## src/rtl/core/permuted_bucket_vote_counter_assert.svh

```systemverilog
// ----------------------------------------------------------------------------
// Assertion macros for the permuted bucket vote counter
// Shared concurrent-assertion forms, clocked on clk and held off during rst.
// ----------------------------------------------------------------------------
`ifndef PERMUTED_BUCKET_VOTE_COUNTER_ASSERT_SVH
`define PERMUTED_BUCKET_VOTE_COUNTER_ASSERT_SVH

// consequent checked in the same cycle as the antecedent
`define PBVC_ASSERT_SAME(label, ante, cons, msg) \
  label: assert property (@(posedge clk) disable iff (rst) (ante) |-> (cons)) \
    else $error(msg);

// consequent checked in the cycle after the antecedent
`define PBVC_ASSERT_NEXT(label, ante, cons, msg) \
  label: assert property (@(posedge clk) disable iff (rst) (ante) |=> (cons)) \
    else $error(msg);

`endif

```

## src/rtl/core/pbvc_pkg.sv

```systemverilog
// ----------------------------------------------------------------------------
// pbvc_pkg
// Types and constants of the permuted bucket vote counter.
// ----------------------------------------------------------------------------
`default_nettype none

package pbvc_pkg;

  localparam int MAX_LENGTH       = 4096;
  localparam int MAX_BUCKET_WIDTH = 32;
  localparam int SCORE_BITS       = 8;

  localparam int LOC_BITS   = $clog2(MAX_LENGTH);
  localparam int LEN_BITS   = LOC_BITS + 1;
  localparam int BW_BITS    = $clog2(MAX_BUCKET_WIDTH) + 1;
  localparam int HALF_SHIFT = $clog2(MAX_BUCKET_WIDTH) - 1;
  localparam int HIT_BITS   = 13;
  localparam int ORD_BITS   = 12;
  localparam int BIDX_BITS  = 12;
  localparam int MULT_BITS  = 12;

  // bucket_index * w + n * (MAX_BUCKET_WIDTH / 2)
  localparam int PROD_BITS  = LEN_BITS + BW_BITS - 1;
  localparam int STEP_BITS  = $clog2(PROD_BITS);

  localparam logic [SCORE_BITS-1:0] SCORE_MAX = '1;

  localparam int CFG_INDEX_BITS = 2;
  localparam int CFG_DATA_BITS  = LEN_BITS;

  localparam logic [CFG_INDEX_BITS-1:0] CFG_SIGNAL_LENGTH  = 2'd0;
  localparam logic [CFG_INDEX_BITS-1:0] CFG_BUCKET_WIDTH   = 2'd1;
  localparam logic [CFG_INDEX_BITS-1:0] CFG_VOTE_THRESHOLD = 2'd2;

  localparam logic CMD_VOTE  = 1'b0;
  localparam logic CMD_CLEAR = 1'b1;

  typedef struct packed {
    logic                 command;
    logic [BIDX_BITS-1:0] bucket_index;
    logic [MULT_BITS-1:0] multiplier;
  } req_t;

  typedef struct packed {
    logic [LOC_BITS-1:0] hit_location;
    logic [ORD_BITS-1:0] hit_ordinal;
    logic                hit_valid;
    logic                last;
  } res_t;

endpackage

`default_nettype wire

```

## src/rtl/core/pbvc_mod_mul.sv

```systemverilog
// ----------------------------------------------------------------------------
// pbvc_mod_mul
// Bit-serial modular multiply: result = (x * y) mod modulus, x below modulus.
// One bit of y per cycle, MSB first; done pulses with the result.
// ----------------------------------------------------------------------------
`default_nettype none

module pbvc_mod_mul import pbvc_pkg::*; (
  input  logic                 clk,
  input  logic                 rst,
  input  logic                 start,
  input  logic [LEN_BITS-1:0]  modulus,
  input  logic [LOC_BITS-1:0]  x,
  input  logic [PROD_BITS-1:0] y,
  output logic                 done,
  output logic [LOC_BITS-1:0]  result
);

  logic                 active;
  logic [STEP_BITS-1:0] cnt;
  logic [PROD_BITS-1:0] ysh;
  logic [LOC_BITS-1:0]  x_q;
  logic [LOC_BITS-1:0]  acc;

  logic [LEN_BITS-1:0]  dbl;
  logic [LEN_BITS-1:0]  dbl_r;
  logic [LEN_BITS-1:0]  sum;
  logic [LEN_BITS-1:0]  acc_next;

  always_comb begin
    dbl      = {acc, 1'b0};
    dbl_r    = (dbl >= modulus) ? dbl - modulus : dbl;
    sum      = dbl_r + (ysh[PROD_BITS-1] ? {1'b0, x_q} : '0);
    acc_next = (sum >= modulus) ? sum - modulus : sum;
  end

  assign result = acc;

  always_ff @(posedge clk) begin
    if (rst) begin
      active <= 1'b0;
      done   <= 1'b0;
      cnt    <= '0;
    end else begin
      done <= 1'b0;
      if (start) begin
        active <= 1'b1;
        cnt    <= STEP_BITS'(PROD_BITS - 1);
      end else if (active) begin
        cnt <= cnt - 1'b1;
        if (cnt == '0) begin
          active <= 1'b0;
          done   <= 1'b1;
        end
      end
    end
  end

  always_ff @(posedge clk) begin
    if (start) begin
      acc <= '0;
      ysh <= y;
      x_q <= x;
    end else if (active) begin
      acc <= acc_next[LOC_BITS-1:0];
      ysh <= {ysh[PROD_BITS-2:0], 1'b0};
    end
  end

endmodule

`default_nettype wire
```

## config.mk

```make
export PLATFORM = sky130hd
export DESIGN_NAME = pbvc_mod_mul
export DESIGN_NICKNAME = d
export VERILOG_FILES = /design/src/rtl/core/permuted_bucket_vote_counter_assert.svh /design/src/rtl/core/pbvc_pkg.sv /design/src/rtl/core/pbvc_mod_mul.sv
export SDC_FILE = /design/constraint.sdc
export NUM_CORES = 1
export LEC_CHECK = 0
export ABC_AREA = 0
export BUFFER_PORTS_ARGS = -buffer_cell sky130_fd_sc_hd__buf_2
export CAP_MARGIN = 30
export CORE_AREA = 2 2 124 114
export DETAILED_ROUTE_END_ITERATION = 10
export DIE_AREA = 0 0 126 116
export SLEW_MARGIN = 20
export SYNTH_ARGS = -nofsm -noshare
export SYNTH_HDL_FRONTEND = slang
export SYNTH_SLANG_ARGS = --single-unit
export TNS_END_PERCENT = 20
```

## constraint.sdc

```tcl
create_clock -name clk -period 6.1 [get_ports clk]
set_clock_uncertainty 0.2 [all_clocks]
set_input_delay 0.61 -clock clk [delete_from_list [all_inputs] [get_ports clk]]
set_output_delay 0.61 -clock clk [all_outputs]
set_load 0.05 [all_outputs]
```

Word level (Yosys, flattened, before mapping)
Index checks and enable logic that the tools add are counted.
{ "word_totals": {"ff_bits": 49, "output_inout_bits": 13} }
{ "classes": {"n_addsub": 4, "order_cmp": 2, "muxes": 11, "bitwise": 1, "n_reduce_logical": 4} }
{ "op_table": {"columns": ["cell", "count"], "rows": [
  ["2-to-1 mux 18 bit", 2],
  [">= comparator 13 bit", 2],
  ["2-to-1 mux 12 bit", 2],
  ["adder 13 x 12 -> 13 bit", 1],
  ["2-to-1 mux 13 bit", 1],
  ["subtractor 13 bit", 1],
  ["subtractor 12 bit", 1],
  ["2-to-1 mux 5 bit", 2],
  ["zero test 5 bit", 1],
  ["subtractor 5 x 1 -> 5 bit, second input constant", 1],
  ["2-to-1 mux 1 bit", 4],
  ["OR reduction 3 bit", 1],
  ["nonzero test 2 bit", 1],
  ["OR reduction 2 bit", 1],
  ["inverter 1 bit", 1]
]} }

Logic depth before layout (Yosys ltp)
{ "depth": {"ltp_word": 5, "ltp_mapped": 28, "mapped_depth_nobuf": 26} }

Least setup slack after synthesis
Ideal clock, no wire load.
{ "synth_timing": {"path_type": "register -> register", "from": "register acc[5] (netlist: result[5])", "to": "register acc[10] (netlist: result[10])", "setup_ps": 86, "arrival_time_ps": 5382, "required_ps": 5814, "path_slack_ps": 432, "stages_incl_launch_ff": 23, "n_path_buf": 2, "path_cell_list": "dfxtp_1 > ha_1 > buf_2 > a211oi_2 > o21ai_1 > a211o_1 > a21o_1 > a221oi_4 > mux2_2 > ha_1 > a211oi_1 > o21ai_0 > a21o_1 > a21oi_1 > xnor2_1 > ha_1 > nand4_1 > o41ai_1 > a21o_1 > nor2_1 > buf_4 > mux2i_1 > a211oi_1"} }
{ "synth_via": {"elab_chain_len": 5, "word_cells_on_any_way": 7, "classes_between": "add/sub: 3; order compare: 2; mux: 2"} }
{ "synth_lines": {"columns": ["element", "line", "source"], "rows": [
  ["start: declaration", "pbvc_mod_mul.sv:23", "logic [LOC_BITS-1:0] acc;"],
  ["start signal: assignment", "pbvc_mod_mul.sv:65", "acc <= acc_next[LOC_BITS-1:0];"],
  ["subtractor 13 bit or >= comparator 13 bit (tied branches)", "pbvc_mod_mul.sv:32", "dbl_r = (dbl >= modulus) ? dbl - modulus : dbl;"],
  ["2-to-1 mux 13 bit *", "pbvc_mod_mul.sv:32", null],
  ["adder 13 x 12 -> 13 bit *", "pbvc_mod_mul.sv:33", "sum = dbl_r + (ysh[PROD_BITS-1] ? {1'b0, x_q} : '0);"],
  ["subtractor 12 bit or >= comparator 13 bit (tied branches)", "pbvc_mod_mul.sv:34", "acc_next = (sum >= modulus) ? sum - modulus : sum;"],
  ["2-to-1 mux 12 bit *", "pbvc_mod_mul.sv:34", null]
]} }
Every way passes the cells marked *; elsewhere a longest branch is shown, timed or not.
A chain may end at the register's enable or synchronous reset.

Worst setup path after layout
{ "layout_timing": {"from": "input modulus[6]", "to": "register acc[11] (netlist: result[11])"} }
{ "layout_via": {"elab_chain_len": 5, "word_cells_on_any_way": 7, "classes_between": "add/sub: 3; order compare: 2; mux: 2"} }
{ "layout_lines": {"columns": ["element", "line", "source"], "rows": [
  ["start: declaration", "pbvc_mod_mul.sv:12", "input logic [LEN_BITS-1:0] modulus,"],
  ["subtractor 13 bit or >= comparator 13 bit (tied branches)", "pbvc_mod_mul.sv:32", null],
  ["2-to-1 mux 13 bit", "pbvc_mod_mul.sv:32", null],
  ["adder 13 x 12 -> 13 bit", "pbvc_mod_mul.sv:33", null],
  ["subtractor 12 bit or >= comparator 13 bit (tied branches)", "pbvc_mod_mul.sv:34", null],
  ["2-to-1 mux 12 bit *", "pbvc_mod_mul.sv:34", null]
]} }
Marked as above.

==> results by group <==
Outcome
  • Status: finished clean

Synth
  • Synth Register Bits: 49
  • Share of the synthesized area in the top cell type: 22.88%
  • Sequential area share after synthesis: 32.54%
  • Main combinational cell family by area after synthesis: compound AO/OA/AOI/OAI gates
  • Yosys top cell by area: edfxtp_1
  • Mux contribution to synthesized area: 7.690%
  • Post-Synth Simple-Gate Area: 15.25%
  • Syn. warnings: 0
  • Ys async rst share: 0%
  • Post-synthesis cell count: 427
  • Count leader, synth: ha_1
  • Post-synth EDFFs: 30
  • Most used DFF post-synth: edfxtp_1
  • Synth area leaders: edfxtp_1 (23%), ha_1 (13%), dfxtp_1 (9.7%)
  • Yosys cell types: 54
  • Mapped Area: 3938 sq um
  • Synth Area in XOR/XNOR: 6.451%
  • Synth Net Count: 516
  • Mean Syn Cell Area: 9.221 sq um
  • Synth top cells by count: ha_1 (40), nor2_1 (35), edfxtp_1 (30), nand2_1 (30)
  • Synth Area in Adders: 14.24%
  • Synth Area in Compound Gates: 19.96%

Setup path
  • Critical path arrival: 5.71 ns
  • Critical-path top delay cell: mux2_2
  • CP required: 6.10 ns
  • Crit path max fanout: 7
  • Worst path cell trace: buf_2 -> inv_1 -> ha_1 -> a211oi_2 -> o21ai_1 -> a211o_1 -> a21o_1 -> a221oi_4 -> mux2_2 -> ha_1 -> a211oi_1 -> o21ai_2 -> a21o_1 -> a21oi_1 -> xnor2_1 -> ha_1 -> nand4_1 -> o41ai_1 -> a21o_1 -> nor2_1 -> buf_4 -> a31o_2 -> a311oi_1
  • Startpoint Class: input pin
  • Nature of the critical path endpoint: flip-flop
  • Crit path launch: modulus[6]
  • Critical path type: input pin to flip-flop
  • RR Startpoint: result[6]
  • Critical Path Max Stage Delay: 0.40 ns

Flow run
  • Maxcap violations: 0

Power
  • Leak: 2.134 nW
  • Peak supply drop: 0.1489 mV
  • Cell Pwr Density: 387.3 nW/um^2

Hold path
  • Hold Crit Class: input pin to flip-flop
  • Hold Crit Start: x[11]

STA
  • Min Tclk post-route: 5.709 ns
  • Fmax: 175.2 MHz
  • Final worst-path setup slack: 0.3907 ns
  • Hold_ws: 0.2870 ns
  • Fin crit share: 93.59%
  • RSZ-0062 raised after global routing: no
  • Max-slew headroom: 59.57%
  • Final Hold Fails: 0
  • Worst-Margin Slew: 0.6064 ns
  • Slew Viols, Final: 0
  • Setup Viol. Count Final: 0

Global routing
  • Vias in the first global route: 3,362
  • Initial antenna violation count: 0
  • Largest net degree at the start of global routing: 51
  • First-pass GRT wire length: 16,170 um
  • All-Layer GR Usage: 13.70%
  • Remaining global-route overflow: 0

Die
  • Die H: 116 um
  • Initial Util: 29.80%
  • Die W: 126 um
  • Total die area: 14,620 sq um
  • Core ar.: 13,210 sq um
  • Row count: 40
  • IO Count: 59

Clock network
  • CTS tree: yes
  • Clk slew on worst S/H paths: 0.07 ns
  • Clk Latency, worst-skew pair: 0.29 ns
  • CTS Sinks: 49
  • H-Tree Depth: 2
  • Clock Tree Buf Depth: 2
  • Root Buffer: clkbuf_16
  • CTS buffer count: 5

Final layout
  • Synthesis-to-layout area growth: 19.03%
  • Proportion of layout cells with a drive suffix above 1: 21.69%
  • Nets@finish: 586
  • # fillers: 1,407
  • Antenna diodes: 0
  • Fin util: 35.47%

Drt
  • Via/cell ratio: 5.045
  • Drt wl/cell: 14.79 um
  • Drt pass-1 iters: 5
  • Total number of vias: 3,360
  • Final wirelength: 9850 um
  • Post-route DRC violation count: 0
  • Iteration-0 DRC Markers: 234
  • Post-DRT Antenna Nets: 0

Placement
  • # port buffers: 58
  • Worst slack at placement: -0.04189 ns
  • Routability Congestion: 0.9656
  • Final HPWL DP: 7748 um
## critical path, delay by kind of cell
family,cells,cell delay (ns)
compound gates,13,3.10
fa+ha+maj,3,0.99
mux,1,0.40
buf+inv,3,0.29
simple gates,2,0.20
xor+xnor,1,0.13
## layer usage
| metal | vias to the layer above | track usage, % | share of wire [%] |
|---|---|---|---|
| met4 | 0 | 3.663 | 1.4 |
| met3 | 11 | 3.509 | 5.9 |
| met5 | - | 0 | 0 |
| met2 | 90 | 22.83 | 46 |
| met1 | 1555 | 17.82 | 47 |
| li1 | 1704 | - | - |
## cell families (layout without fill, tap and decap cells)
group	after synthesis	count (layout)
DFF	49	49
adders and majority gates	43	43
and+or+nand+nor	125	125
muxes	28	28
xor gates and xnor gates	29	29
AOI/OAI and AO/OA	115	115
buffers and inverters	38	109
## through the flow
step,instances,TNS [ns],cell area [sq um],power (W)
floorplan,427,0,3938,0.001224
global placement,656,0,4496,0.001469
detailed placement,656,-0.04189,4496,0.001492
CTS,664,0,4658,0.001812
global route,666,0,4687,0.001955
finish,666,0,4687,0.001815
## final cells by class
| type | instances | area [sq um] | area share [%] |
|---|---|---|---|
| inverter | 26 | 97.59 | 2.082 |
| multi-input combinational | 340 | 2512 | 53.60 |
| tap | 168 | 210.2 | 4.485 |
| clock buffer | 7 | 153.9 | 3.284 |
| clock inverter | 1 | 8.758 | 0.1869 |
| timing repair buffer | 75 | 421.7 | 8.996 |
| sequential | 49 | 1282 | 27.36 |
## final timing paths
check	slack [ns]	to	cells past startpoint
worst max-delay path	0.39	result[11]	23
worst min-delay path	0.29	x_q[11]	1
worst max register to register	0.42	result[11]	22
worst min register to register	0.33	cnt[1]	2
## cell usage in the layout (no fill, tap or decap), types with 7 or more instances in the layout
| cell type | instances |
|---|---|
| edfxtp_1 | 30 |
| a21o_1 | 12 |
| nor2_1 | 35 |
| buf_4 | 16 |
| nand2_1 | 30 |
| mux2_2 | 18 |
| xnor2_1 | 16 |
| xor2_1 | 13 |
| nor2b_1 | 7 |
| a211oi_1 | 12 |
| mux2i_1 | 10 |
| nand2b_1 | 9 |
| nand3_1 | 12 |
| nor3_1 | 8 |
| buf_2 | 58 |
| o21ai_0 | 22 |
| and2_1 | 12 |
| inv_1 | 26 |
| ha_1 | 40 |
| dfxtp_1 | 18 |
| a21oi_1 | 23 |
## sequential cells by signal (all words and copies together) (netlist names)
name,flops
active,1
cnt,5
done,1
result,12
x_q,12
ysh,18
## where the power goes
part	total (W)	internal, W	switching (W)
registers	0.000427	0.000393	0.0000335
clock network	0.000312	0.000179	0.000132
logic	0.00108	0.000464	0.000613
## what timing repair did
action / in CTS / in global routing
resized for setup: 0 / 7
hold buffers: 0 / 0
buffers inserted: 0 / 2
endpoints found under the setup margin: 0 / 12
Note: power is estimated with default switching activity, not from simulation.
